## config.mk

```make
export PLATFORM = sky130hd
export DESIGN_NAME = vmeg_queue
export DESIGN_NICKNAME = d
export VERILOG_FILES = /design/src/hdl/vmeg_pkg.sv /design/src/hdl/vmeg_queue.sv
export SDC_FILE = /design/constraint.sdc
export NUM_CORES = 1
export LEC_CHECK = 0
export ABC_AREA = 1
export BUFFER_PORTS_ARGS = -buffer_cell sky130_fd_sc_hd__buf_2
export CAP_MARGIN = 20
export CELL_PAD_IN_SITES_DETAIL_PLACEMENT = 0
export CELL_PAD_IN_SITES_GLOBAL_PLACEMENT = 1
export CORE_UTILIZATION = 40
export CTS_CLUSTER_DIAMETER = 100
export DETAILED_ROUTE_END_ITERATION = 16
export HOLD_SLACK_MARGIN = 0.1
export PLACE_DENSITY = 0.82
export SYNTH_ARGS = -nofsm -noshare
export SYNTH_HDL_FRONTEND = slang
export SYNTH_SLANG_ARGS = --single-unit
```

## constraint.sdc

```tcl
create_clock -name clk -period 6.3 [get_ports clk]
set_input_delay 0.63 -clock clk [delete_from_list [all_inputs] [get_ports clk]]
set_output_delay 0.63 -clock clk [all_outputs]
set_load 0.01 [all_outputs]
```

## src/hdl/vmeg_pkg.sv

```systemverilog
package vmeg_pkg;

    localparam int MaxVoices  = 64;
    localparam int SampleBits = 24;
    localparam int CountBits  = $clog2(MaxVoices + 1);

    localparam int unsigned GainOne = 65536;
    localparam int unsigned GainMin = 6554;
    localparam int unsigned AudibleMin = 838;

    // Configuration register indexes.
    localparam logic [1:0] CfgLowEnergy = 2'd0;
    localparam logic [1:0] CfgSatThresh = 2'd1;
    localparam logic [1:0] CfgStrength  = 2'd2;

    // One accumulated period handed from the front part to the back part.
    typedef struct packed {
        logic signed [31:0] sum_left;
        logic signed [31:0] sum_right;
        logic [31:0]        sum_energy;
    } vmeg_period_t;

    typedef enum logic [3:0] {
        ST_IDLE,
        ST_DIV,
        ST_SQRT,
        ST_BLEND,
        ST_CLAMP,
        ST_CH_MUL,
        ST_CH_ROUND,
        ST_CH_TANH,
        ST_CH_INTERP,
        ST_CH_SAT,
        ST_CH_DONE,
        ST_OUT
    } vmeg_state_t;

    // Q.16 tanh table at steps of 1/8 over [0, 4].
    function automatic logic [16:0] tanh_lut(input logic [5:0] idx);
        logic [16:0] v;
        case (idx)
            6'd0: v = 17'd0;      6'd1: v = 17'd8150;   6'd2: v = 17'd16051;
            6'd3: v = 17'd23485;  6'd4: v = 17'd30285;  6'd5: v = 17'd36346;
            6'd6: v = 17'd41625;  6'd7: v = 17'd46131;  6'd8: v = 17'd49912;
            6'd9: v = 17'd53038;  6'd10: v = 17'd55593; 6'd11: v = 17'd57660;
            6'd12: v = 17'd59320; 6'd13: v = 17'd60643; 6'd14: v = 17'd61694;
            6'd15: v = 17'd62524; 6'd16: v = 17'd63179; 6'd17: v = 17'd63693;
            6'd18: v = 17'd64096; 6'd19: v = 17'd64412; 6'd20: v = 17'd64659;
            6'd21: v = 17'd64852; 6'd22: v = 17'd65003; 6'd23: v = 17'd65120;
            6'd24: v = 17'd65212; 6'd25: v = 17'd65283; 6'd26: v = 17'd65339;
            6'd27: v = 17'd65383; 6'd28: v = 17'd65417; 6'd29: v = 17'd65443;
            6'd30: v = 17'd65464; 6'd31: v = 17'd65480;
            default: v = 17'd65492;
        endcase
        return v;
    endfunction

endpackage

```

## src/hdl/vmeg_queue.sv

```systemverilog
module vmeg_queue (
    input  logic                   clk,
    input  logic                   rst_n,
    input  logic                   push,
    input  vmeg_pkg::vmeg_period_t push_data,
    output logic                   full,
    input  logic                   pop,
    output logic                   not_empty,
    output vmeg_pkg::vmeg_period_t pop_data
);
    import vmeg_pkg::*;

    vmeg_period_t mem_reg [2];
    logic wr_ptr_reg, rd_ptr_reg;
    logic [1:0] fill_reg;

    assign full = (fill_reg == 2'd2);
    assign not_empty = (fill_reg != 2'd0);
    assign pop_data = mem_reg[rd_ptr_reg];

    // Storage for two pending periods.
    always_ff @(posedge clk)
    begin
        if (push)
        begin
            mem_reg[wr_ptr_reg] <= push_data;
        end
    end

    // Pointers and fill level.
    always_ff @(posedge clk or negedge rst_n)
    begin
        if (!rst_n)
        begin
            wr_ptr_reg <= 1'b0;
            rd_ptr_reg <= 1'b0;
            fill_reg <= '0;
        end
        else
        begin
            if (push)
            begin
                wr_ptr_reg <= !wr_ptr_reg;
            end
            if (pop)
            begin
                rd_ptr_reg <= !rd_ptr_reg;
            end
            fill_reg <= fill_reg + {1'b0, push} - {1'b0, pop};
        end
    end
endmodule

```

==> run_results.csv <==
group,metric,value,unit
run_status,outcome,"finished, final reports clean",
clock_network,clkTransAtPathRegs,0.06,ns
clock_network,cts-root-buf,"clkbuf_16",
die,fp-row-count,49,
power,p_comb_frac,0.264,
synthesis,synth_cells,526,
grt,grt_max_degree,109,
synthesis,yosys_warnings,0,
die,dieArea,0.01891,mm2
min_path,holdPathStages,1,
detailed_routing,vias,4294,
critical_path,cp-end-kind,"output port",
timing,final.min_clock_period,3.300,ns
min_path,hp-start,"push_data[14]",
grt,grt_overflow,0,
power,internal-power,0.002685,W
clock_network,ctsResizeCount,0,
timing,grt_setup_unrepaired,"false",
critical_path,crit_chain,"buf_4 -> o21ai_0 -> buf_2",
place,gp_congestion,0.7235,
critical_path,worstPathArrival,2.67,ns
critical_path,path_buf_inv,2,
cells_and_area,drive_above_1_share,0.3139,
timing,tightest_slew,0.9437,ns
min_path,hp-class,"in -> reg",
die,die_y,137.5,um
die,fp.dieW,137.5,um
timing,maxSlewViolCount,0,
critical_path,slowest_delay,1.02,ns
power,power.switching,0.001254,W
synthesis,synth.area.mux_share,0,
synthesis,synthAdderAreaFrac,0.003407,
synthesis,synth_area,0.007346,mm2
power,swShare,0.3184,
clock_network,tritoncts,"done",
cells_and_area,fill_cells,1583,
cells_and_area,fin_nets,828,
power,p_leak,3.874,nW
detailed_routing,drt-total-wl,12900,um
clock_network,clk_latency,0.42,ns
critical_path,cp_max_fo,108,
detailed_routing,drc,0,
die,initial_core_util,0.4089,
critical_path,rr_worst_depth,3,
synthesis,syn_nets,628,
power,power_density,434.5,mW/mm2
timing,relSlewSlack,0.3709,
detailed_routing,vias_per_cell,4.436,
timing,finClkSkew,0.007930,ns
timing,tns,0,ns
synthesis,synth_xor_xnor_area_share,0.002385,
timing,fin_crit_sh,0.5238,
clock_network,cts-buffers-inserted,17,
place,dp_hpwl,8614,um
critical_path,critical_path_class,"reg -> out",
detailed_routing,first_iter_violations,197,
synthesis,synth_top_family_by_area,"buffers and inverters",
critical_path,r2r_slack,4.18,ns
critical_path,slowest_stage,"dfrtp_4",
synthesis,yosysUniqueCellTypes,14,
min_path,hold_end,"mem_reg[1][14]",
critical_path,rr_endpoint,"mem_reg[1][49]",
critical_path,crit_path_start_kind,"flip-flop",
grt,grt_pass1_vias,3961,
grt,antenna_found_initial,0,
grt,grtUsageTotal,0.1397,
synthesis,ys_seq_elements,196,
critical_path,critical-path-top-delay-family,"flip-flops",
clock_network,clock-sinks,196,
detailed_routing,dr.pass1.iters,4,
die,io_pins,198,
detailed_routing,post_drt_wl_per_cell,13.33,um
cells_and_area,antennaDiodeCount,0,
power,peakVddDrop,292.2,uV
timing,final-setup-viol-count,0,
timing,fmax,303.0,MHz
timing,final-hold-violation-count,0,
power,clockPowerShare,0.260,
clock_network,cts_buffer_depth,2,
grt,grt_pass1_wl,19430,um
cells_and_area,largest_reg_flops,192,
power,p_seq_frac,0.476,
place,io_buffers,197,
synthesis,synth_compound_area_frac,0.06541,
job,maxCapViolations,0,
critical_path,required,5.67,ns
synthesis,avgSynthCellArea,13.97,um2
synthesis,ys_seq_area_frac,0.7985,
detailed_routing,ant_nets,0,
synthesis,synth-simple-area-share,0.05433,
clock_network,h-tree-depth,4,
cells_and_area,area_growth,23.42,%
die,coreArea,0.01796,mm2
timing,holdWs,0.3953,ns
critical_path,reg2reg_from,"wr_ptr_reg",
layer usage:
layer / wire (um) / track usage / up-vias
li1: - / - / 2166
met1: 5374 / 0.1717 / 1991
met2: 6436 / 0.2284 / 127
met3: 980 / 0.05151 / 10
met4: 112 / 0.04396 / 0
met5: 0 / 0 / -
placed cells by master, fill, tap and decap left out, drive strengths merged:
cell type,synthesis,final
clkinv,0,9
o21ai,96,96
edfxtp,192,192
clkinvlp,0,2
buf,19,201
xor2,2,2
dlygate4sd3,0,1
clkbuf,2,18
nand2,103,103
nor2,2,2
ha,2,2
bufinv,0,2
inv,103,104
nand3,1,1
dfrtp,4,4
cell usage after synthesis:
master | count | area, um2
edfxtp_1 | 192 | 5766
inv_1 | 103 | 386.6
nand2_1 | 103 | 386.6
o21ai_0 | 88 | 440.4
buf_6 | 9 | 101.4
o21ai_1 | 8 | 40.04
buf_2 | 5 | 25.02
buf_4 | 5 | 37.54
dfrtp_1 | 4 | 100.1
clkbuf_1 | 2 | 7.510
ha_1 | 2 | 25.02
nor2_1 | 2 | 7.510
xor2_1 | 2 | 17.52
nand3_1 | 1 | 5.000
worst max-delay path by stage:
| stage | startpoint | slack, ns | cells after the start | endpoint |
|---|---|---|---|---|
| 6_report | rd_ptr_reg | 3.00 | 3 | pop_data[35] |
| 5_1_grt | rd_ptr_reg | 2.70 | 4 | pop_data[35] |
| 4_1_cts | rd_ptr_reg | 2.90 | 3 | pop_data[43] |
| 3_5_place_dp | rd_ptr_reg | 3.37 | 3 | pop_data[43] |
| 3_3_place_gp | rd_ptr_reg | 3.41 | 3 | pop_data[42] |
| 2_1_floorplan | push | 1.06 | 2 | mem_reg[0][0] |
layout make-up:
type,instances,area (um2),share of cell area
inverters,103,389.1,0.04292
clock buffers,18,429.2,0.04734
flip-flops and latches,196,5869,0.6474
clock inverters,14,136.4,0.01504
well taps,229,286.5,0.03160
multi-input cells,206,929.6,0.1025
repair buffers,202,1026,0.1132
power by group through the flow:
stage | combinational [W] | clock [W] | sequential [W]
2_1_floorplan | 0.000734 | 0 | 0.00183
3_3_place_gp | 0.00105 | 0 | 0.00190
3_5_place_dp | 0.00107 | 0 | 0.00191
4_1_cts | 0.00107 | 0.00106 | 0.00188
5_1_grt | 0.00119 | 0.00111 | 0.00191
6_report | 0.00104 | 0.00102 | 0.00187
through the flow:
| stage | instances | total power, W | instance area, um2 | setup slack [ns] | util |
|---|---|---|---|---|---|
| finish | 968 | 0.003939 | 9066 | 3.000 | 0.5047 |
| global route | 968 | 0.004206 | 9066 | 2.697 | 0.5047 |
| CTS | 968 | 0.004006 | 9066 | 2.899 | 0.5047 |
| detailed placement | 935 | 0.002974 | 8491 | 3.369 | 0.4727 |
| global placement | 935 | 0.002951 | 8491 | 3.406 | 0.4727 |
| floorplan | 526 | 0.002568 | 7346 | 1.057 | - |
cells by family (layout without fill, tap and decap cells):
kind of cell               Yosys count  in the layout
AOI/OAI and AO/OA                   96             96
xor gates and xnor gates             2              2
adders and majority gates            2              2
buffers and inverters              124            337
DFF                                196            196
and+or+nand+nor                    106            106
what timing repair did:
action,4_1_cts,5_1_grt
endpoints found under the hold margin,4,0
setup buffers,0,0
hold buffers,1,0
(Power assumes the default switching activity.)
