`config.mk`:
```
export PLATFORM = sky130hd
export DESIGN_NAME = vmeg_back_flat
export DESIGN_NICKNAME = d
export VERILOG_FILES = /design/src/hdl/vmeg_pkg.sv /design/src/hdl/vmeg_if.sv /design/src/hdl/vmeg_back.sv /design/src/flat_wrapper.sv
export SDC_FILE = /design/constraint.sdc
export NUM_CORES = 2
export LEC_CHECK = 0
export BUFFER_PORTS_ARGS = -buffer_cell sky130_fd_sc_hd__buf_2
export CORE_UTILIZATION = 60
export DETAILED_ROUTE_END_ITERATION = 7
export PLACE_DENSITY = 0.77
export SYNTH_ARGS = -nofsm -noshare
export SYNTH_HDL_FRONTEND = slang
export SYNTH_SLANG_ARGS = --single-unit
```
`constraint.sdc`:
```
create_clock -name clk -period 28.9 [get_ports clk]
set_clock_uncertainty 0.1 [all_clocks]
set_input_delay 1.445 -clock clk [delete_from_list [all_inputs] [get_ports clk]]
set_output_delay 1.445 -clock clk [all_outputs]
set_load 0.02 [all_outputs]
```
`src/hdl/vmeg_pkg.sv`:
```
package vmeg_pkg;

    localparam int MaxVoices  = 64;
    localparam int SampleBits = 24;
    localparam int CountBits  = $clog2(MaxVoices + 1);

    localparam int unsigned GainOne = 65536;
    localparam int unsigned GainMin = 6554;
    localparam int unsigned AudibleMin = 838;

    // Configuration register indexes.
    localparam logic [1:0] CfgLowEnergy = 2'd0;
    localparam logic [1:0] CfgSatThresh = 2'd1;
    localparam logic [1:0] CfgStrength  = 2'd2;

    // One accumulated period handed from the front part to the back part.
    typedef struct packed {
        logic signed [31:0] sum_left;
        logic signed [31:0] sum_right;
        logic [31:0]        sum_energy;
    } vmeg_period_t;

    typedef enum logic [3:0] {
        ST_IDLE,
        ST_DIV,
        ST_SQRT,
        ST_BLEND,
        ST_CLAMP,
        ST_CH_MUL,
        ST_CH_ROUND,
        ST_CH_TANH,
        ST_CH_INTERP,
        ST_CH_SAT,
        ST_CH_DONE,
        ST_OUT
    } vmeg_state_t;

    // Q.16 tanh table at steps of 1/8 over [0, 4].
    function automatic logic [16:0] tanh_lut(input logic [5:0] idx);
        logic [16:0] v;
        case (idx)
            6'd0: v = 17'd0;      6'd1: v = 17'd8150;   6'd2: v = 17'd16051;
            6'd3: v = 17'd23485;  6'd4: v = 17'd30285;  6'd5: v = 17'd36346;
            6'd6: v = 17'd41625;  6'd7: v = 17'd46131;  6'd8: v = 17'd49912;
            6'd9: v = 17'd53038;  6'd10: v = 17'd55593; 6'd11: v = 17'd57660;
            6'd12: v = 17'd59320; 6'd13: v = 17'd60643; 6'd14: v = 17'd61694;
            6'd15: v = 17'd62524; 6'd16: v = 17'd63179; 6'd17: v = 17'd63693;
            6'd18: v = 17'd64096; 6'd19: v = 17'd64412; 6'd20: v = 17'd64659;
            6'd21: v = 17'd64852; 6'd22: v = 17'd65003; 6'd23: v = 17'd65120;
            6'd24: v = 17'd65212; 6'd25: v = 17'd65283; 6'd26: v = 17'd65339;
            6'd27: v = 17'd65383; 6'd28: v = 17'd65417; 6'd29: v = 17'd65443;
            6'd30: v = 17'd65464; 6'd31: v = 17'd65480;
            default: v = 17'd65492;
        endcase
        return v;
    endfunction

endpackage

```
`src/hdl/vmeg_if.sv`:
```


interface vmeg_result_if;
    logic valid;
    logic ready;
    logic signed [23:0] out_left;
    logic signed [23:0] out_right;
    logic [16:0] applied_gain;
    logic [31:0] sample_energy;
    logic audible;

    modport source (output valid, out_left, out_right, applied_gain, sample_energy,
                    audible, input ready);
    modport sink (input valid, out_left, out_right, applied_gain, sample_energy,
                  audible, output ready);
endinterface

```
`src/hdl/vmeg_back.sv`:
```
module vmeg_back (
    input  logic                   clk,
    input  logic                   rst_n,
    input  logic                   not_empty,
    input  vmeg_pkg::vmeg_period_t pop_data,
    output logic                   pop,
    input  logic [23:0]            low_thr,
    input  logic [22:0]            sat_thr,
    input  logic [17:0]            strength,
    vmeg_result_if.source          result
);
    import vmeg_pkg::*;

    vmeg_state_t state_reg, state_next;
    vmeg_period_t per_reg;
    logic [5:0] step_reg;
    logic [48:0] rem_reg;
    logic [48:0] quo_reg;
    logic [49:0] sq_x_reg;
    logic [49:0] sq_res_reg;
    logic [16:0] gain_reg;
    logic signed [44:0] blend_reg;
    logic ch_reg;
    logic neg_reg;
    logic [31:0] mag_reg;
    logic [48:0] prod_reg;
    logic [32:0] gmag_reg;
    logic [33:0] x_reg;
    logic [16:0] th_reg;
    logic [16:0] d_reg;
    logic [19:0] frac_reg;
    logic [23:0] res_l_reg, res_r_reg;
    logic loud_reg;
    logic out_valid_reg;

    logic [49:0] div_trial;
    logic [49:0] sq_trial;
    logic [49:0] sq_src;
    logic signed [44:0] blend_t;
    logic signed [44:0] blend_min;
    logic [5:0] k;
    logic [36:0] ip;
    logic [16:0] th_full;
    logic [40:0] sat_prod;
    logic [55:0] sat_mul;
    logic [23:0] sat_q;
    logic [24:0] r_sum;
    logic [23:0] r_mag;
    logic [23:0] r_out;
    logic signed [31:0] ch_sum;

    assign ch_sum = ch_reg ? per_reg.sum_right : per_reg.sum_left;
    assign div_trial = {rem_reg, 1'b0} + 50'(quo_reg[48] ? 1'b0 : 1'b0);
    assign sq_trial = sq_res_reg + (50'd1 << {step_reg, 1'b0});
    assign sq_src = (step_reg == 6'd24) ? 50'(quo_reg) : sq_x_reg;
    assign blend_t = blend_reg + 45'sh100000000;
    assign blend_min = $signed(45'(GainMin) << 16);
    assign k = 6'(x_reg[24:20]);
    assign ip = 37'(d_reg) * 37'(frac_reg) + (37'd1 << 19);
    assign th_full = th_reg + 17'(ip >> 20);
    // th * 2^23 / 655360 rounded = (th * 128 + 5) / 10 floored.
    // The division by ten is a reciprocal multiply, exact for this 24-bit operand.
    assign sat_prod = 41'(th_reg) * 41'd128 + 41'd5;
    assign sat_mul = 56'(sat_prod[23:0]) * 56'hCCCCCCCD;
    assign sat_q = 24'(sat_mul >> 35);
    assign r_sum = 25'(sat_thr) + 25'(sat_q);
    assign r_mag = (gmag_reg <= 33'(sat_thr)) ? gmag_reg[23:0] :
                   (r_sum > 25'h800000) ? 24'h800000 : r_sum[23:0];
    assign r_out = (!neg_reg && r_mag > 24'h7FFFFF) ? 24'h7FFFFF :
                   (neg_reg ? -r_mag : r_mag);

    assign pop = (state_reg == ST_IDLE) && not_empty && !out_valid_reg;
    assign result.valid = out_valid_reg;
    assign result.out_left = res_l_reg;
    assign result.out_right = res_r_reg;
    assign result.applied_gain = gain_reg;
    assign result.sample_energy = per_reg.sum_energy;
    assign result.audible = loud_reg;

    // Sequencer: divide, root, blend, clamp, each channel; low energy skips to channels.
    always_comb
    begin
        state_next = state_reg;
        unique case (state_reg)
            ST_IDLE:      if (pop) state_next = ST_DIV;
            ST_DIV:       if (per_reg.sum_energy <= 32'(low_thr) || per_reg.sum_energy == 0)
                              state_next = ST_CH_MUL;
                          else if (step_reg == 6'd48) state_next = ST_SQRT;
            ST_SQRT:      if (step_reg == 6'd0) state_next = ST_BLEND;
            ST_BLEND:     state_next = ST_CLAMP;
            ST_CLAMP:     state_next = ST_CH_MUL;
            ST_CH_MUL:    state_next = ST_CH_ROUND;
            ST_CH_ROUND:  state_next = ST_CH_TANH;
            ST_CH_TANH:   state_next = ST_CH_INTERP;
            ST_CH_INTERP: state_next = ST_CH_SAT;
            ST_CH_SAT:    state_next = ST_CH_DONE;
            ST_CH_DONE:   state_next = ch_reg ? ST_OUT : ST_CH_MUL;
            ST_OUT:       state_next = ST_IDLE;
            default:      state_next = ST_IDLE;
        endcase
    end

    // Datapath registers.
    always_ff @(posedge clk)
    begin
        unique case (state_reg)
            ST_IDLE:
            begin
                // Load a new period only when one is taken, so a waiting result holds.
                if (pop)
                begin
                    per_reg <= pop_data;
                    step_reg <= '0;
                    rem_reg <= '0;
                    quo_reg <= '0;
                    gain_reg <= 17'(GainOne);
                    ch_reg <= 1'b0;
                    loud_reg <= 1'b0;
                end
            end
            ST_DIV:
            begin
                // Restoring division of 2^48 by the energy, one bit a cycle.
                if (div_trial[48:0] + ((step_reg == 6'd0) ? 49'd1 : 49'd0) >=
                    49'(per_reg.sum_energy))
                begin
                    rem_reg <= div_trial[48:0] + ((step_reg == 6'd0) ? 49'd1 : 49'd0)
                               - 49'(per_reg.sum_energy);
                    quo_reg <= {quo_reg[47:0], 1'b1};
                end
                else
                begin
                    rem_reg <= div_trial[48:0] + ((step_reg == 6'd0) ? 49'd1 : 49'd0);
                    quo_reg <= {quo_reg[47:0], 1'b0};
                end
                if (step_reg == 6'd48)
                begin
                    step_reg <= 6'd24;
                    sq_res_reg <= '0;
                end
                else
                begin
                    step_reg <= step_reg + 1'b1;
                end
                sq_x_reg <= '0;
            end
            ST_SQRT:
            begin
                // Digit-by-digit square root, one result bit a cycle.
                if (sq_src >= sq_trial)
                begin
                    sq_x_reg <= sq_src - sq_trial;
                    sq_res_reg <= (sq_res_reg >> 1) + (50'd1 << {step_reg, 1'b0});
                end
                else
                begin
                    sq_x_reg <= sq_src;
                    sq_res_reg <= sq_res_reg >> 1;
                end
                if (step_reg != 6'd0)
                begin
                    step_reg <= step_reg - 1'b1;
                end
            end
            ST_BLEND:
            begin
                blend_reg <= 45'(signed'({1'b0, strength})) *
                             (45'(signed'({1'b0, sq_res_reg[24:0]})) - 45'sd65536);
            end
            ST_CLAMP:
            begin
                if (blend_reg >= 0)
                    gain_reg <= 17'(GainOne);
                else if (blend_t < blend_min)
                    gain_reg <= 17'(GainMin);
                else
                    gain_reg <= 17'(blend_t >>> 16);
            end
            ST_CH_MUL:
            begin
                neg_reg <= ch_sum[31];
                mag_reg <= ch_sum[31] ? 32'(-33'(ch_sum)) : ch_sum;
            end
            ST_CH_ROUND:
            begin
                prod_reg <= 49'(mag_reg) * 49'(gain_reg) + 49'd32768;
            end
            ST_CH_TANH:
            begin
                gmag_reg <= 33'(prod_reg >> 16);
                x_reg <= (34'(prod_reg >> 16) - 34'(sat_thr)) << 1;
            end
            ST_CH_INTERP:
            begin
                // Arguments of 4 and above take the last table value.
                if (x_reg[33:25] != '0)
                begin
                    th_reg <= tanh_lut(6'd32);
                    d_reg <= '0;
                end
                else
                begin
                    th_reg <= tanh_lut(k);
                    d_reg <= tanh_lut(k + 1'b1) - tanh_lut(k);
                end
                frac_reg <= x_reg[19:0];
            end
            ST_CH_SAT:
            begin
                th_reg <= th_full;
                d_reg <= '0;
            end
            ST_CH_DONE:
            begin
                if (ch_reg)
                    res_r_reg <= r_out;
                else
                    res_l_reg <= r_out;
                if (r_mag > 24'(AudibleMin))
                    loud_reg <= 1'b1;
                ch_reg <= 1'b1;
            end
            ST_OUT:
            begin
            end
            default:
            begin
            end
        endcase
    end

    // Control state and output valid.
    always_ff @(posedge clk or negedge rst_n)
    begin
        if (!rst_n)
        begin
            state_reg <= ST_IDLE;
            out_valid_reg <= 1'b0;
        end
        else
        begin
            state_reg <= state_next;
            if (state_reg == ST_OUT)
                out_valid_reg <= 1'b1;
            else if (result.ready)
                out_valid_reg <= 1'b0;
        end
    end
endmodule

```
`src/flat_wrapper.sv`:
```
// flat-port wrapper written by rule: the top's interface ports become plain ports
module vmeg_back_flat import vmeg_pkg::*;
  (clk, rst_n, not_empty, pop_data, pop, low_thr, sat_thr, strength, result_valid, result_out_left, result_out_right, result_applied_gain, result_sample_energy, result_audible, result_ready);
  vmeg_result_if result_i ();
  input  logic clk;
  input  logic rst_n;
  input  logic not_empty;
  input  vmeg_pkg::vmeg_period_t pop_data;
  output logic pop;
  input  logic [23:0] low_thr;
  input  logic [22:0] sat_thr;
  input  logic [17:0] strength;
  output wire logic [$bits(result_i.valid)-1:0] result_valid;
  output wire logic [$bits(result_i.out_left)-1:0] result_out_left;
  output wire logic [$bits(result_i.out_right)-1:0] result_out_right;
  output wire logic [$bits(result_i.applied_gain)-1:0] result_applied_gain;
  output wire logic [$bits(result_i.sample_energy)-1:0] result_sample_energy;
  output wire logic [$bits(result_i.audible)-1:0] result_audible;
  input wire logic [$bits(result_i.ready)-1:0] result_ready;
  assign result_valid = result_i.valid;
  assign result_out_left = result_i.out_left;
  assign result_out_right = result_i.out_right;
  assign result_applied_gain = result_i.applied_gain;
  assign result_sample_energy = result_i.sample_energy;
  assign result_audible = result_i.audible;
  assign result_i.ready = result_ready;
  vmeg_back u_core (.clk(clk), .rst_n(rst_n), .not_empty(not_empty), .pop_data(pop_data), .pop(pop), .low_thr(low_thr), .sat_thr(sat_thr), .strength(strength), .result(result_i));
endmodule
```
==> impl_metrics.yaml <==
placement:
  dp.cells: 11200
  post-dp-hpwl_um: 181000
  gp_congestion: 0.944
  portBuffers: 264
clocking:
  cts.clk_slew.worst_paths_ns: 0.06
  clock_sink_count: 601
  root_buffer: "clkbuf_16"
  cts_hold_buf: 0
  clkLatencyLatePin_ns: 0.71
  htreeDepth: 3
  cts_setup_buffers: 0
  cts_made_buffers: 71
  cts_tree: "done"
  cts_resized: 0
  clockBufferDepth: 3
global_routing:
  grt_pass1_vias: 69700
  grt_usage: 0.312
  grt_pass1_wl_um: 370000
  grt-ovfl-total: 0
  antenna_found_initial: 11
  grt_max_degree: 90
critical_path:
  critical-path-top-delay-family: "compound AO/OA/AOI/OAI gates"
  path_max_fanout: 11
  regToRegStartpoint: "u_core.th_reg[6]"
  max_stage_delay_ns: 0.62
  crit_required_ns: 29.19
  cp.buffers_inverters: 4
  cp-start-kind: "flop"
  r2r_end: "u_core.result.out_right[20]"
  r2r_cells: 42
  crit_type: "reg -> reg"
  r2r_slack_ns: 16.22
  critPathSlowestCell: "fa_1"
  cp.arrival_ns: 12.97
  end_kind: "flop"
routing:
  routed_wirelength_um: 230000
  wl_per_cell_um: 20.2
  route.detailed.drc: 0
  drtAntennaViolNets: 0
  dr_wl_met2_um: 111000
  dr.max_layer_used: "met5"
  vias: 67000
  wl_met1_um: 91300
  detail_route.first_pass.iterations: 6
  wl_met3_um: 18600
  dr.first_iter.drc_count: 5162
  avgViaCountPerCell: 5.89
outcome:
  status: "finished, final reports clean"
final_layout:
  fin_nets: 11700
  instances_no_fill: 11400
  syn_to_final_growth_pct: 5.99
  drive_gt1_frac: 0.0647
  largest_reg_flops: 64
logic_synthesis:
  synthCells: 9389
  syn-num-nets: 11700
  yosysUniqueCellTypes: 102
  syn_area_per_cell_um2: 9.45
  ys.flop_type: "edfxtp_1"
  synth-seq-cells: 601
  synth_edf_count: 580
  async_flop_share: 0.00832
  synth_area_mm2: 0.0887
  ys_seq_area_frac: 0.201
  yosysWarnings: 0
floorplanning:
  num_rows: 140
  die_h_um: 386
  start_util: 0.607
  io_pins: 265
  dieWidth_um: 386
  coreArea_mm2: 0.146
  die_area_mm2: 0.149
sta:
  setup_viol: 0
  finalSetupTns_ns: 0
  timing.final.crit_share: 0.439
  hold_violations: 0
  rsz0062_at_grt: "no"
  drv_slew: 0
  fmaxAchievable_mhz: 78.9
  tightest_slew_ns: 1.22
  relSlewSlack: 0.184
  period_minus_slack_ns: 12.68
pwr:
  p_total_uw: 5310
  cellPowerDensity_mw_per_mm2: 56.5
  peakVddDrop_uv: 255
  p_leak_uw: 0.0448
job:
  max_cap_viol_count: 0
hold_path:
  min_path_type: "reg -> reg"
  holdPathStages: 0
  hold-path-endpoint: "u_core.frac_reg[15]"
  hp-start: "u_core.x_reg[15]"
[synthesized netlist by cell type, types with 33 or more instances]
master	number	area share
a211oi_1	65	0.0055
a21o_1	155	0.013
a21oi_1	369	0.021
a31oi_1	87	0.0061
and2_1	556	0.039
and3_1	56	0.0040
buf_4	33	0.0028
clkbuf_1	351	0.015
edfxtp_1	580	0.20
fa_1	1281	0.29
ha_1	856	0.12
inv_1	1572	0.067
mux2_2	57	0.0072
mux2i_1	45	0.0051
nand2_1	1239	0.052
nand2b_1	73	0.0051
nand3_1	100	0.0056
nand4_1	60	0.0042
nor2_1	401	0.017
nor2b_1	72	0.0051
nor3_1	117	0.0066
o21a_1	67	0.0057
o21ai_0	225	0.013
o21bai_1	39	0.0033
or3_1	58	0.0041
xnor2_1	247	0.024
xor2_1	160	0.016
[area by class of cell]
cell class                 count  area (um2)
antenna                        3        7.51
clock buffer                  83        1830
clock inverter                47         673
fill                       11900       52100
inverter                    1573        5900
multi-input combinational   6813       63400
sequential                   601       17900
tap                         1917        2400
timing repair buffer         340        1890
[metal layers]
layer  up-vias  track usage
li1      30400            -
met1     33400        0.404
met2      2655        0.522
met3       545       0.0527
met4         6        0.127
met5         -            0
[stage by stage]
stage	hold slack (ns)	cell area, um2	setup slack, ns	util
final	0.314	94000	16.22	0.643
after global routing	0.324	94000	15.56	0.643
after CTS	0.307	94000	16.51	0.643
after detailed placement	0.305	91500	16.59	0.626
after global placement	0.302	91500	16.89	0.626
after floorplan	0.300	88700	17.42	-
[cells by family (layout without fill, tap and decap cells)]
group,after synthesis,count (layout),synth area share
XOR/XNOR,407,407,0.0402
multiplexers,105,105,0.0130
buffers and inverters,1975,2043,0.0852
AND/OR/NAND/NOR,2857,2857,0.154
flip-flops,601,601,0.201
adder cells (fa/ha/maj),2137,2137,0.410
other,0,3,0
AO/OA/AOI/OAI,1307,1307,0.0963
[layout by cell type, fill, tap and decap left out, types with 28 or more instances in the layout]
cell type / n
o21ai_0: 224
and3_1: 56
nand2_1: 1237
a31oi_1: 86
nor4_1: 31
nor3_1: 115
a211oi_1: 65
or3_1: 58
a21oi_1: 368
xor2_1: 156
a21o_1: 155
fa_1: 1281
nand2b_1: 73
buf_2: 264
o211ai_1: 28
inv_1: 1572
a21boi_0: 28
nor2b_1: 72
o21a_1: 67
nand4_1: 60
or2_2: 31
nand3_1: 100
o21bai_1: 39
edfxtp_1: 580
and2_1: 555
ha_1: 856
mux2_2: 57
mux2i_1: 45
buf_4: 76
clkbuf_16: 71
nor2_1: 394
xnor2_1: 247
[where the power goes]
group | leakage (uW) | switching [uW] | internal, uW
Sequential | 0.00540 | 8.06 | 1120
Combinational | 0.0382 | 1780 | 1440
Clock | 0.00121 | 408 | 555
[worst max-delay path by stage]
stage	start	endpoint	slack [ns]	cells after the start
detailed placement	u_core.th_reg[6]	u_core.result.out_left[20]	16.59	42
global route	u_core.th_reg[6]	u_core.result.out_left[20]	15.56	42
global placement	u_core.th_reg[6]	u_core.result.out_left[20]	16.89	42
CTS	u_core.th_reg[6]	u_core.result.out_left[20]	16.51	42
finish	u_core.th_reg[6]	u_core.result.out_right[20]	16.22	42
floorplan	not_empty	u_core.per_reg[32]	17.42	2
Note: power is estimated with default switching activity, not from simulation.
