<file path="config.mk">
export PLATFORM = sky130hd
export DESIGN_NAME = vmeg_front_flat
export DESIGN_NICKNAME = d
export VERILOG_FILES = /design/src/hdl/vmeg_pkg.sv /design/src/hdl/vmeg_if.sv /design/src/hdl/vmeg_front.sv /design/src/flat_wrapper.sv
export SDC_FILE = /design/constraint.sdc
export NUM_CORES = 1
export LEC_CHECK = 0
export ABC_AREA = 0
export BUFFER_PORTS_ARGS = -buffer_cell sky130_fd_sc_hd__clkbuf_2
export CAP_MARGIN = 40
export CELL_PAD_IN_SITES_DETAIL_PLACEMENT = 1
export CELL_PAD_IN_SITES_GLOBAL_PLACEMENT = 2
export CORE_UTILIZATION = 36
export DETAILED_ROUTE_END_ITERATION = 6
export GPL_TIMING_DRIVEN = 0
export PLACE_DENSITY_LB_ADDON = 0.1
export SETUP_SLACK_MARGIN = 0.3
export SLEW_MARGIN = 5
export SYNTH_ARGS = -nofsm -noshare
export SYNTH_HDL_FRONTEND = slang
export SYNTH_SLANG_ARGS = --single-unit
export TNS_END_PERCENT = 100
</file>
<file path="constraint.sdc">
create_clock -name clk -period 8.32 [get_ports clk]
set_input_delay 0.416 -clock clk [delete_from_list [all_inputs] [get_ports clk]]
set_output_delay 0.416 -clock clk [all_outputs]
set_load 0.02 [all_outputs]
</file>
<file path="src/hdl/vmeg_pkg.sv">
package vmeg_pkg;

    localparam int MaxVoices  = 64;
    localparam int SampleBits = 24;
    localparam int CountBits  = $clog2(MaxVoices + 1);

    localparam int unsigned GainOne = 65536;
    localparam int unsigned GainMin = 6554;
    localparam int unsigned AudibleMin = 838;

    // Configuration register indexes.
    localparam logic [1:0] CfgLowEnergy = 2'd0;
    localparam logic [1:0] CfgSatThresh = 2'd1;
    localparam logic [1:0] CfgStrength  = 2'd2;

    // One accumulated period handed from the front part to the back part.
    typedef struct packed {
        logic signed [31:0] sum_left;
        logic signed [31:0] sum_right;
        logic [31:0]        sum_energy;
    } vmeg_period_t;

    typedef enum logic [3:0] {
        ST_IDLE,
        ST_DIV,
        ST_SQRT,
        ST_BLEND,
        ST_CLAMP,
        ST_CH_MUL,
        ST_CH_ROUND,
        ST_CH_TANH,
        ST_CH_INTERP,
        ST_CH_SAT,
        ST_CH_DONE,
        ST_OUT
    } vmeg_state_t;

    // Q.16 tanh table at steps of 1/8 over [0, 4].
    function automatic logic [16:0] tanh_lut(input logic [5:0] idx);
        logic [16:0] v;
        case (idx)
            6'd0: v = 17'd0;      6'd1: v = 17'd8150;   6'd2: v = 17'd16051;
            6'd3: v = 17'd23485;  6'd4: v = 17'd30285;  6'd5: v = 17'd36346;
            6'd6: v = 17'd41625;  6'd7: v = 17'd46131;  6'd8: v = 17'd49912;
            6'd9: v = 17'd53038;  6'd10: v = 17'd55593; 6'd11: v = 17'd57660;
            6'd12: v = 17'd59320; 6'd13: v = 17'd60643; 6'd14: v = 17'd61694;
            6'd15: v = 17'd62524; 6'd16: v = 17'd63179; 6'd17: v = 17'd63693;
            6'd18: v = 17'd64096; 6'd19: v = 17'd64412; 6'd20: v = 17'd64659;
            6'd21: v = 17'd64852; 6'd22: v = 17'd65003; 6'd23: v = 17'd65120;
            6'd24: v = 17'd65212; 6'd25: v = 17'd65283; 6'd26: v = 17'd65339;
            6'd27: v = 17'd65383; 6'd28: v = 17'd65417; 6'd29: v = 17'd65443;
            6'd30: v = 17'd65464; 6'd31: v = 17'd65480;
            default: v = 17'd65492;
        endcase
        return v;
    endfunction

endpackage

</file>
<file path="src/hdl/vmeg_if.sv">
interface vmeg_voice_if;
    logic valid;
    logic ready;
    logic signed [23:0] voice_left;
    logic signed [23:0] voice_right;
    logic [23:0] voice_energy;
    logic voice_active;
    logic last_voice;

    modport source (output valid, voice_left, voice_right, voice_energy, voice_active,
                    last_voice, input ready);
    modport sink (input valid, voice_left, voice_right, voice_energy, voice_active,
                  last_voice, output ready);
endinterface


</file>
<file path="src/hdl/vmeg_front.sv">
module vmeg_front (
    input  logic                  clk,
    input  logic                  rst_n,
    vmeg_voice_if.sink            voice,
    output logic                  push,
    output vmeg_pkg::vmeg_period_t push_data,
    input  logic                  full
);
    import vmeg_pkg::*;

    logic signed [31:0] sum_left_reg, sum_left_next;
    logic signed [31:0] sum_right_reg, sum_right_next;
    logic [31:0] sum_energy_reg, sum_energy_next;
    logic [CountBits-1:0] count_reg, count_next;
    logic accept;
    logic signed [32:0] add_l, add_r;
    logic [32:0] add_e;

    assign voice.ready = !full;
    assign accept = voice.valid && voice.ready;

    // Saturating accumulation of active voices.
    always_comb
    begin
        add_l = 33'(sum_left_reg) + 33'(voice.voice_left);
        add_r = 33'(sum_right_reg) + 33'(voice.voice_right);
        add_e = {1'b0, sum_energy_reg} + 33'(voice.voice_energy);
        sum_left_next = sum_left_reg;
        sum_right_next = sum_right_reg;
        sum_energy_next = sum_energy_reg;
        count_next = count_reg;
        if (count_reg < CountBits'(MaxVoices))
        begin
            count_next = count_reg + 1'b1;
            if (voice.voice_active)
            begin
                sum_left_next = (add_l > 33'sh07FFFFFFF) ? 32'sh7FFFFFFF :
                                (add_l < -33'sh080000000) ? 32'sh80000000 : add_l[31:0];
                sum_right_next = (add_r > 33'sh07FFFFFFF) ? 32'sh7FFFFFFF :
                                 (add_r < -33'sh080000000) ? 32'sh80000000 : add_r[31:0];
                sum_energy_next = add_e[32] ? 32'hFFFFFFFF : add_e[31:0];
            end
        end
        push_data.sum_left = sum_left_next;
        push_data.sum_right = sum_right_next;
        push_data.sum_energy = sum_energy_next;
        push = accept && voice.last_voice;
    end

    // Accumulator registers, cleared after each finished period.
    always_ff @(posedge clk or negedge rst_n)
    begin
        if (!rst_n)
        begin
            sum_left_reg <= '0;
            sum_right_reg <= '0;
            sum_energy_reg <= '0;
            count_reg <= '0;
        end
        else if (accept)
        begin
            if (voice.last_voice)
            begin
                sum_left_reg <= '0;
                sum_right_reg <= '0;
                sum_energy_reg <= '0;
                count_reg <= '0;
            end
            else
            begin
                sum_left_reg <= sum_left_next;
                sum_right_reg <= sum_right_next;
                sum_energy_reg <= sum_energy_next;
                count_reg <= count_next;
            end
        end
    end
endmodule

</file>
<file path="src/flat_wrapper.sv">
// flat-port wrapper written by rule: the top's interface ports become plain ports
module vmeg_front_flat import vmeg_pkg::*;
  (clk, rst_n, push, push_data, full, voice_valid, voice_voice_left, voice_voice_right, voice_voice_energy, voice_voice_active, voice_last_voice, voice_ready);
  vmeg_voice_if voice_i ();
  input  logic clk;
  input  logic rst_n;
  output logic push;
  output vmeg_pkg::vmeg_period_t push_data;
  input  logic full;
  input wire logic [$bits(voice_i.valid)-1:0] voice_valid;
  input wire logic [$bits(voice_i.voice_left)-1:0] voice_voice_left;
  input wire logic [$bits(voice_i.voice_right)-1:0] voice_voice_right;
  input wire logic [$bits(voice_i.voice_energy)-1:0] voice_voice_energy;
  input wire logic [$bits(voice_i.voice_active)-1:0] voice_voice_active;
  input wire logic [$bits(voice_i.last_voice)-1:0] voice_last_voice;
  output wire logic [$bits(voice_i.ready)-1:0] voice_ready;
  assign voice_i.valid = voice_valid;
  assign voice_i.voice_left = voice_voice_left;
  assign voice_i.voice_right = voice_voice_right;
  assign voice_i.voice_energy = voice_voice_energy;
  assign voice_i.voice_active = voice_voice_active;
  assign voice_i.last_voice = voice_last_voice;
  assign voice_ready = voice_i.ready;
  vmeg_front u_core (.clk(clk), .rst_n(rst_n), .voice(voice_i), .push(push), .push_data(push_data), .full(full));
endmodule
</file>
==> results of run 1 <==
## final cells by class
class,instances,area [um2]
clock buffers,10,229
multi-input cells,1197,7420
flip-flops and latches,103,2580
well taps,378,473
repair buffers,177,935
plain buffers,75,315
clock inverters,6,68.8
fillers,3606,16000
inverters,29,109
## per-layer routing
metal	GRT usage, %	wire length, um
met3	3.55	1450
met4	5.96	608
met1	39.9	20200
met5	0	0
met2	43.9	18000
## placed cells by master, fill, tap and decap left out, drive strengths merged, types with 5 or more instances in the layout
| master | count |
|---|---|
| nand2 | 179 |
| and4 | 7 |
| a31oi | 28 |
| or2 | 6 |
| nand2b | 18 |
| a21o | 34 |
| xor2 | 34 |
| o211ai | 14 |
| nor3b | 5 |
| or3 | 7 |
| a21oi | 192 |
| a211oi | 13 |
| nor3 | 24 |
| o21a | 10 |
| clkbuf | 246 |
| dfrtp | 103 |
| and3 | 10 |
| a22o | 19 |
| xnor2 | 34 |
| nor2b | 12 |
| o21bai | 8 |
| buf | 15 |
| nor2 | 126 |
| o21ai | 187 |
| nand4 | 11 |
| and2 | 10 |
| nand3 | 35 |
| ha | 89 |
| inv | 29 |
| mux2i | 8 |
## Yosys cell counts, types with 4 or more instances
master / n
a31oi_1: 27
a21o_1: 34
a211oi_1: 13
or2_2: 6
a21oi_1: 189
nor4_1: 4
ha_1: 89
and2_1: 10
and4_1: 7
a22o_1: 19
nor3b_1: 5
nor3_1: 23
o21ai_1: 27
xnor2_1: 34
mux2_2: 4
nor2_1: 126
nor2b_1: 12
nand2_1: 178
nand3_1: 35
a31o_2: 4
o21ai_0: 157
xor2_1: 34
o211ai_1: 14
buf_2: 8
o31a_1: 4
and3_1: 10
inv_1: 28
o21a_1: 10
mux2i_1: 7
or3_1: 7
clkbuf_1: 62
nand2b_1: 18
nand4_1: 11
dfrtp_1: 103
o21bai_1: 8
## kinds of logic after synthesis
kind of cell             Yosys count  share of synthesized area (%)
AO/OA/AOI/OAI                    563                           32.7
AND/OR/NAND/NOR                  462                           20.2
buffers and inverters            104                           4.07
flip-flops                       103                           24.7
adder cells (fa/ha/maj)           92                           11.3
XOR/XNOR                          68                           5.72
multiplexers                      12                           1.32
## where the power goes
group          internal (mW)  switching [mW]
Sequential             0.639           0.133
Clock                  0.236           0.240
Combinational          0.990            1.78
## stage by stage
step                hold slack [ns]  cell area (um2)  power, mW  setup slack, ns
global placement              0.492            11800       3.47             3.53
detailed placement            0.391            11800       3.53             3.56
CTS                           0.416            12100       4.03             3.23
floorplan                     0.120            10400       2.72             4.66
finish                        0.427            12100       4.02             3.13
global route                  0.462            12100       4.37             2.96
## what timing repair did
item	4_1_cts	5_1_grt
hold buffers	1	0
hold endpoints to repair	38	0
setup buffers	0	0
## critical path, delay by kind of cell, from the launching register on
kind,cells,cell delay [ns]
DFF,1,0.39
buffers and inverters,3,0.71
adders and majority gates,2,0.60
AOI/OAI and AO/OA,6,1.91
muxes,1,0.58
and+or+nand+nor,1,0.20
## worst min path at each step
stage                            start                  endpoint  slack [ns]
3_3_place_gp   u_core.sum_right_reg[6]   u_core.sum_right_reg[6]        0.49
5_1_grt            voice_voice_left[0]    u_core.sum_left_reg[0]        0.46
2_1_floorplan                    rst_n       u_core.count_reg[0]        0.12
3_5_place_dp                     rst_n  u_core.sum_energy_reg[8]        0.39
6_report           voice_voice_left[0]    u_core.sum_left_reg[0]        0.43
4_1_cts            voice_voice_left[0]    u_core.sum_left_reg[0]        0.42
==> run summary, run 1 <==
Worst Path Arrival -> 4.77 ns
Routed len/inst -> 20.4 um
Crit-path max FO -> 10
Post-synth top area share -> 24.7%
Fin crit share -> 62.4%
Die area -> 29600 um2
Final Max Slew Viols -> 0
Post-synthesis sequential area ratio -> 24.7%
Reg2Reg Setup Slack -> 4.12 ns
Starting Density -> 37.0%
Cell chain of the critical path -> ha_1 -> inv_1 -> fa_1 -> nand2b_1 -> a21oi_1 -> o211ai_1 -> a21oi_1 -> a31oi_2 -> mux2i_1 -> buf_2 -> a21oi_1 -> o21ai_0 -> clkbuf_2
Post-Syn Area -> 10400 um2
Grt ovf -> 0
Period minus WS final -> 5.19 ns
First-pass GRT wire length -> 63200 um
Pre-Repair DR Iteration Count -> 5
Fraction of layout cells with a size suffix above 1 -> 14.7%
Inst Count DP -> 1958
Sum Neg Setup Slack -> 0 ns
Number of global-route vias before repair -> 11400
Critical path endpoint category -> output pin
Detail Placement HPWL -> 31300 um
CP Capture Point -> push_data[91]
Die W -> 172 um
EDFF count, synth -> 0
Ys flop type -> dfrtp_1
F_max -> 193 MHz
Final hold vios -> 0
Rel. slew slack -> 38.8%
Final setup vio count -> 0
Area grow syn2layout -> 16.4%
Max IR drop VDD -> 163 uV
I/O pin cnt -> 176
Critical path class -> register to output pin
Initial antenna violation count -> 0
Hold path cells -> 4
# rows -> 61
Critical Path Max Stage Delay -> 0.58 ns
DRC errors left -> 0
Final Util -> 43.0%
Slowest cell on crit path -> mux2i_1
Clock Path Buffers -> 2
Worst-Skew Late Latency -> 0.39 ns
Post-synth ARST share -> 100%
TritonCTS clock tree -> built
CP Launch Type -> register
Core area -> 28200 um2
Final #Nets -> 1762
# resized after CTS -> 0
Syn Inst Count -> 1404
Non-Filler Instances -> 1975
Status -> finished clean
Crit path from -> u_core.sum_left_reg[0]
Syn_nets -> 1574
Clk sinks -> 103
Synth cell types -> 80
Synth area leader -> dfrtp_1
Worst Tran Pin Value -> 0.904 ns
H-Tree Depth -> 3
RR Endpoint -> u_core.sum_left_reg[17]
Worst path required time -> 7.90 ns
Top post-synthesis cells by area -> dfrtp_1 (25%), ha_1 (11%), a21oi_1 (9.1%)
Final antenna-violating net count -> 0
Gpl congestion -> 0.891
Most frequent CP cell -> a21oi_1
R2R Path Start -> u_core.sum_left_reg[0]
Routed WL -> 40200 um
Vias -> 11400
Avg Cell Area, Syn -> 7.42 um2
LEAKAGE -> 5.62 nW
Clock transition at path regs -> 0.08 ns
CTS buffer count -> 9
Max_cap viols -> 0
R2R cell count -> 12
Root Driver -> clkbuf_16
Hold Crit Class -> input port to register
PortBufs -> 173
Vias/cell -> 5.76
Unrepaired setup endpoints after global routing -> no
Synth Register Bits -> 103
Largest net degree at the start of global routing -> 66
DRT iter0 DRCs -> 672
GRT Util Overall -> 27.7%
Number of diodes -> 0
Die Ht -> 172 um
Power per cell area -> 332 nW/um2
Ys Warns -> 0
Worst Clk Skew -> 0.0169 ns
Power figures use the tool's default switching activity.
==> inputs of run 2 (changes only) <==
--- a/config.mk
+++ b/config.mk
@@ -10,7 +10,7 @@
 export CAP_MARGIN = 40
 export CELL_PAD_IN_SITES_DETAIL_PLACEMENT = 1
 export CELL_PAD_IN_SITES_GLOBAL_PLACEMENT = 2
-export CORE_UTILIZATION = 36
+export CORE_UTILIZATION = 33
 export DETAILED_ROUTE_END_ITERATION = 6
 export GPL_TIMING_DRIVEN = 0
 export PLACE_DENSITY_LB_ADDON = 0.1
==> constraint.sdc (replaced) <==
create_clock -name clk -period 5.35 [get_ports clk]
set_input_delay 0.2675 -clock clk [delete_from_list [all_inputs] [get_ports clk]]
set_output_delay 0.2675 -clock clk [all_outputs]
set_load 0.02 [all_outputs]
==> run 2 against run 1 <==
Effect of this change:
- the run now ends with design-rule violations left
- critical path depth did not move
- first-iteration DRC count fell by 2.1%
- largest cell class unchanged
- wire length rose by 1.5%
- critical endpoint is now push_data[94]
- sequential cell count did not move
- die area rose by 9.0%
- clock skew fell by 0.0057 ns
- total power rose by 55%
==> run summary, run 2 (synthesized netlist as in run 1, its figures left out) <==
Status -> finished, violations left
Failing checks -> design-rule violations
Initial antenna violation count -> 0 (unchanged)
Most frequent CP cell -> a21oi_1
Final setup vio count -> 0 (unchanged)
Inst Count DP -> 1976 (+0.92%)
PortBufs -> 173 (unchanged)
Die W -> 180 um (+4.4%)
CTS buffer count -> 9 (unchanged)
# rows -> 64 (+4.9%)
First-pass GRT wire length -> 64700 um (+2.4%)
Starting Density -> 33.8% (-3.2 points)
Clock transition at path regs -> 0.07 ns (about the same)
Sum Neg Setup Slack -> 0 ns (unchanged)
Most common cell after layout, fill and taps aside -> a21oi_1
Reg2Reg Setup Slack -> 1.33 ns (-2.79 ns)
LEAKAGE -> 5.61 nW (about the same)
Worst Clk Skew -> 0.0113 ns (-0.00568 ns)
Post CTS Setup Buffer Count -> 0 (unchanged)
Number of global-route vias before repair -> 11400 (+0.37%)
Top Usage Layer GRT -> met2
Area grow syn2layout -> 16.5% (about the same)
Final Max Slew Viols -> 0 (unchanged)
DRC errors left -> 12 (+12)
Grt ovf -> 0 (unchanged)
F_max -> 209 MHz
FF+latch area -> 2580 um2 (unchanged)
Root Driver -> clkbuf_16
DRT iter0 DRCs -> 658 (-2.1%)
Routed len/inst -> 20.5 um (+0.66%)
Clk sinks -> 103 (unchanged)
Pre-Repair DR Iteration Count -> 7 (+2)
Max_cap viols -> 0 (unchanged)
Worst Tran Pin Value -> 0.858 ns (-0.0455 ns)
Clock Path Buffers -> 2 (unchanged)
Worst-Skew Late Latency -> 0.38 ns (about the same)
Largest net degree at the start of global routing -> 70 (+6.1%)
Critical Path Max Stage Delay -> 0.46 ns (-0.12 ns)
GRT Util Overall -> 25.4% (-2.3 points)
H-Tree Depth -> 3 (unchanged)
Final antenna-violating net count -> 0 (unchanged)
I/O pin cnt -> 176 (unchanged)
Die Ht -> 180 um (+4.4%)
Number of diodes -> 0 (unchanged)
Slowest cell on crit path -> a21oi_1
Non-Filler Instances -> 1992 (+0.86%)
CP Launch Type -> register
Cell chain of the critical path -> ha_1 -> inv_1 -> fa_1 -> nand2b_1 -> a21oi_1 -> o211ai_1 -> a21oi_1 -> a31oi_2 -> mux2i_2 -> buf_2 -> a21oi_1 -> o21ai_0 -> clkbuf_2
Final #Nets -> 1762 (unchanged)
Fraction of layout cells with a size suffix above 1 -> 14.5% (-0.12 points)
Final hold vios -> 0 (unchanged)
Unrepaired setup endpoints after global routing -> no
Vias -> 11300 (-0.76%)
Buf/Inv on CP -> 3 (unchanged)
Area taken by multi-input logic gates -> 7420 um2 (about the same)
Worst Path Arrival -> 4.52 ns (-0.25 ns)
Met1 Use GR -> 35.8% (-4.1 points)
Critical path class -> register to output pin
FILL cells -> 3937 (+9.2%)
Period minus WS final -> 4.79 ns
Met2 Usage GRT -> 41.4% (-2.5 points)
Core area -> 30800 um2 (+9.5%)
M3 GR Usage -> 3.77% (+0.22 points)
Routed WL -> 40800 um (+1.5%)
TritonCTS clock tree -> built
Crit-path max FO -> 10 (unchanged)
Worst path required time -> 5.08 ns (-2.82 ns)
Vias/cell -> 5.67 (-1.6%)
Fin crit share -> 89.5%
Detail Placement HPWL -> 31900 um (+1.9%)
Rel. slew slack -> 41.9% (+3.1 points)
Most frequent cells in the layout -> a21oi_1 (189), nand2_1 (178), clkbuf_2 (173)
Max IR drop VDD -> 204 uV (+25%)
Gpl congestion -> 0.896 (+0.62%)
Hold Crit Class -> input port to register
Critical path endpoint category -> output pin
Die area -> 32300 um2 (+9.0%)
Top Family by Delay on Critical Path -> compound AO/OA/AOI/OAI gates
Power per cell area -> 514 nW/um2 (+55%)
## run 2: power breakdown
part	total (mW)	switching (mW)	internal, mW
Sequential	1.20	0.211	0.994
Combinational	4.32	2.78	1.54
Clock	0.711	0.348	0.363
## run 2: final timing paths
kind / from / endpoint / cells past startpoint
setup / recovery: u_core.sum_left_reg[0] / push_data[94] / 13
hold / removal: voice_voice_left[0] / u_core.sum_left_reg[0] / 4
setup reg to reg: u_core.sum_left_reg[0] / u_core.sum_left_reg[22] / 12
hold reg to reg: u_core.sum_right_reg[5] / u_core.sum_right_reg[5] / 2
max in group asynchronous: rst_n / u_core.sum_left_reg[1] / 3
min in group asynchronous: rst_n / u_core.sum_energy_reg[7] / 2
## run 2: cell type report
| class | count | area share [%] |
|---|---|---|
| Multi-Input combinational cell | 1197 | 61.2 |
| Sequential cell | 103 | 21.2 |
| Timing Repair Buffer | 177 | 7.70 |
| Tap cell | 396 | 4.08 |
| Buffer | 75 | 2.60 |
| Clock buffer | 12 | 1.95 |
| Inverter | 29 | 0.897 |
| Clock inverter | 3 | 0.371 |
## run 2: worst register-to-register path, stage by stage, from the launching register on
cell and delay (ns):
dfrtp_1 0.38, ha_1 0.22, inv_1 0.07, fa_1 0.39
nand2b_1 0.20, a21oi_1 0.33, o211ai_1 0.21, a21oi_1 0.46
a31oi_2 0.33, mux2i_2 0.44, nand2_1 0.20, clkbuf_1 0.41
o21ai_0 0.30
## run 2: what timing repair did
action	CTS	global route
hold buffers	1	0
setup endpoints to repair	0	10
resized for setup	0	1
endpoints found under the hold margin	34	0
## run 2: layer usage
| metal | part of all wire [%] | vias up |
|---|---|---|
| li1 | - | 5507 |
| met1 | 49 | 5538 |
| met2 | 45 | 218 |
| met3 | 4.0 | 26 |
| met4 | 1.1 | 0 |
| met5 | 0 | - |
## run 2: metrics by stage
| stage | setup WS [ns] | hold WS, ns | utilization (%) | power (mW) | area [um2] |
|---|---|---|---|---|---|
| detailed placement | 0.896 | 0.210 | 38.4 | 5.51 | 11800 |
| CTS | 0.457 | 0.292 | 39.3 | 6.26 | 12100 |
| global placement | 0.868 | 0.491 | 38.2 | 5.44 | 11800 |
| finish | 0.559 | 0.302 | 39.4 | 6.23 | 12100 |
| global route | 0.376 | 0.331 | 39.4 | 6.78 | 12100 |
| floorplan | 1.90 | -0.0281 | - | 4.22 | 10400 |
==> inputs of run 3 (changes only) <==
--- a/config.mk
+++ b/config.mk
@@ -14,6 +14,7 @@
 export DETAILED_ROUTE_END_ITERATION = 6
 export GPL_TIMING_DRIVEN = 0
 export PLACE_DENSITY_LB_ADDON = 0.1
+export RECOVER_POWER = 50
 export SETUP_SLACK_MARGIN = 0.3
 export SLEW_MARGIN = 5
 export SYNTH_ARGS = -nofsm -noshare
==> run 3 against run 2 <==
Effect of this change:
- the run ends with design-rule violations, max-capacitance violations, max-slew violations left
- sequential share of layout area rose by 0.075 points
- sequential power about the same
- sequential cell count unchanged
- count of clock-buffer cells in the layout is the same
- critical path depth stayed put
- clock skew about the same
- register-to-register slack lost 0.11 ns
- combinational power about the same
==> run summary, run 3 (synthesized netlist as in run 1, its figures left out) <==
Core area -> 30800 um2 (unchanged)
Crit path from -> u_core.sum_left_reg[0]
Crit-path max FO -> 10 (unchanged)
Critical Path Max Stage Delay -> 0.49 ns (+0.03 ns)
Clock transition at path regs -> 0.07 ns (about the same)
Die W -> 180 um (unchanged)
Sequential Power Share -> 19.4% (about the same)
Root Driver -> clkbuf_16
Sw Ratio -> 53.6% (about the same)
Fraction of layout cells with a size suffix above 1 -> 14.2% (-0.31 points)
Pre-Repair DR Iteration Count -> 7 (unchanged)
Worst Path Arrival -> 4.63 ns (+0.11 ns)
Die Ht -> 180 um (unchanged)
Area grow syn2layout -> 16.1%
Final #Nets -> 1762 (unchanged)
Post CTS Setup Buffer Count -> 0 (unchanged)
DRT iter0 DRCs -> 709 (+7.8%)
Status -> finished, violations left
Grt ovf -> 0 (unchanged)
Initial antenna violation count -> 0 (unchanged)
Rel. slew slack -> -46.8% (-89 points)
Clk sinks -> 103 (unchanged)
Routed WL -> 40800 um (about the same)
Hold path cells -> 4 (unchanged)
# rows -> 64 (unchanged)
Max IR drop VDD -> 204 uV (+0.16%)
CTS buffer count -> 9 (unchanged)
Die area -> 32300 um2 (unchanged)
Largest net degree at the start of global routing -> 70 (unchanged)
Critical path endpoint category -> output pin
Hold EP -> u_core.sum_left_reg[0]
Vias/cell -> 5.67 (unchanged)
Worst Tran Pin Value -> 2.20 ns (+1.34 ns)
LEAKAGE -> 5.58 nW (-0.50%)
Internal power -> 2.89 mW (-0.15%)
Cell chain of the critical path -> ha_1 -> inv_1 -> fa_1 -> nand2b_1 -> a21oi_1 -> o211ai_1 -> a21oi_1 -> a31oi_1 -> mux2i_2 -> buf_2 -> a21oi_1 -> o21ai_0 -> clkbuf_2
Power per cell area -> 515 nW/um2 (+0.28%)
DRC errors left -> 12 (unchanged)
R2R cell count -> 12 (unchanged)
I/O pin cnt -> 176 (unchanged)
Vias -> 11300 (unchanged)
H-Tree Depth -> 3 (unchanged)
Clock power share -> 11.4% (about the same)
HP Start -> voice_voice_left[0]
CP Launch Type -> register
GRT Util Overall -> 25.4% (unchanged)
Number of diodes -> 0 (unchanged)
RR Endpoint -> u_core.sum_left_reg[22]
Hold Crit Class -> input port to register
Clock Path Buffers -> 2 (unchanged)
Most frequent CP cell -> a21oi_1
Gpl congestion -> 0.896 (unchanged)
First-pass GRT wire length -> 64700 um (unchanged)
Max_cap viols -> 2 (+2)
Detail Placement HPWL -> 31900 um (unchanged)
PortBufs -> 173 (unchanged)
Most common cell after layout, fill and taps aside -> a21oi_1
Unrepaired setup endpoints after global routing -> no
TritonCTS clock tree -> built
R2R Path Start -> u_core.sum_left_reg[0]
Starting Density -> 33.8% (unchanged)
Inst Count DP -> 1976 (unchanged)
Slowest cell on crit path -> mux2i_2
Routed len/inst -> 20.5 um (about the same)
Failing checks -> design-rule violations, max-capacitance violations, max-slew violations
Worst Clk Skew -> 0.0115 ns (+0.000265 ns)
Sum Neg Setup Slack -> 0 ns (unchanged)
Number of global-route vias before repair -> 11400 (unchanged)
Fin crit share -> 91.5% (+2.0 points)
Most frequent cells in the layout -> a21oi_1 (189), nand2_1 (178), clkbuf_2 (171)
Worst path required time -> 5.08 ns (about the same)
F_max -> 204 MHz (-2.2%)
Reg2Reg Setup Slack -> 1.22 ns (-0.11 ns)
Final setup vio count -> 0 (unchanged)
Comb pwr share -> 69.2% (about the same)
Final Max Slew Viols -> 106 (+106)
Critical path class -> register to output pin
Worst-Skew Late Latency -> 0.38 ns (about the same)
Period minus WS final -> 4.90 ns (+0.106 ns)
Non-Filler Instances -> 1992 (unchanged)
Final antenna-violating net count -> 0 (unchanged)
Final hold vios -> 0 (unchanged)
Switching Power -> 3.34 mW (about the same)
-- run 3: metrics by stage --
stage / cell area, um2 / utilization, % / total power, mW / setup slack, ns / hold WS (ns)
2_1_floorplan: 10400 / - / 4.22 / 1.90 / -0.0281
3_3_place_gp: 11800 / 38.2 / 5.44 / 0.868 / 0.491
3_5_place_dp: 11800 / 38.4 / 5.51 / 0.896 / 0.210
4_1_cts: 12100 / 39.3 / 6.26 / 0.457 / 0.292
5_1_grt: 12100 / 39.2 / 6.77 / 0.216 / 0.331
6_report: 12100 / 39.2 / 6.23 / 0.454 / 0.300
-- run 3: power groups by stage --
stage          Sequential [mW]  Clock, mW  Combinational (mW)
6_report                  1.21      0.711                4.31
5_1_grt                   1.23      0.754                4.79
4_1_cts                   1.20      0.739                4.32
3_5_place_dp              1.21          0                4.30
3_3_place_gp              1.20          0                4.23
2_1_floorplan             1.14          0                3.09
-- run 3: layer usage --
| metal | share of wire, % | global-route usage (%) | up-vias |
|---|---|---|---|
| met5 | 0 | 0 | - |
| met4 | 1.1 | 4.21 | 0 |
| met3 | 3.9 | 3.77 | 26 |
| met2 | 46 | 41.4 | 226 |
| met1 | 49 | 35.8 | 5529 |
| li1 | - | - | 5508 |
-- run 3: area by class of cell --
class	instances	area, um2
inverter	29	109
multi-input combinational	1197	7410
clock buffer	12	236
fill	3944	18700
timing repair buffer	177	898
buffer	75	315
tap	396	495
sequential	103	2580
clock inverter	3	45.0
-- run 3: worst max path at each step --
stage               cells after the start            end  slack (ns)
global route                           13  push_data[94]        0.22
detailed placement                     13  push_data[94]        0.90
finish                                 13  push_data[94]        0.45
floorplan                              10  push_data[52]        1.90
global placement                       13  push_data[94]        0.87
CTS                                    13  push_data[88]        0.46
-- run 3: critical path, delay by kind of cell, from the launching register on --
kind | cells | cell delay (ns)
AO/OA/AOI/OAI | 6 | 1.89
flip-flops | 1 | 0.38
adder cells (fa/ha/maj) | 2 | 0.61
AND/OR/NAND/NOR | 1 | 0.20
buffers and inverters | 3 | 0.69
multiplexers | 1 | 0.49
-- run 3: what timing repair did --
item,CTS,global route
hold buffers,1,0
resized for setup,0,1
endpoints found under the setup margin,0,10
hold endpoints to repair,34,0
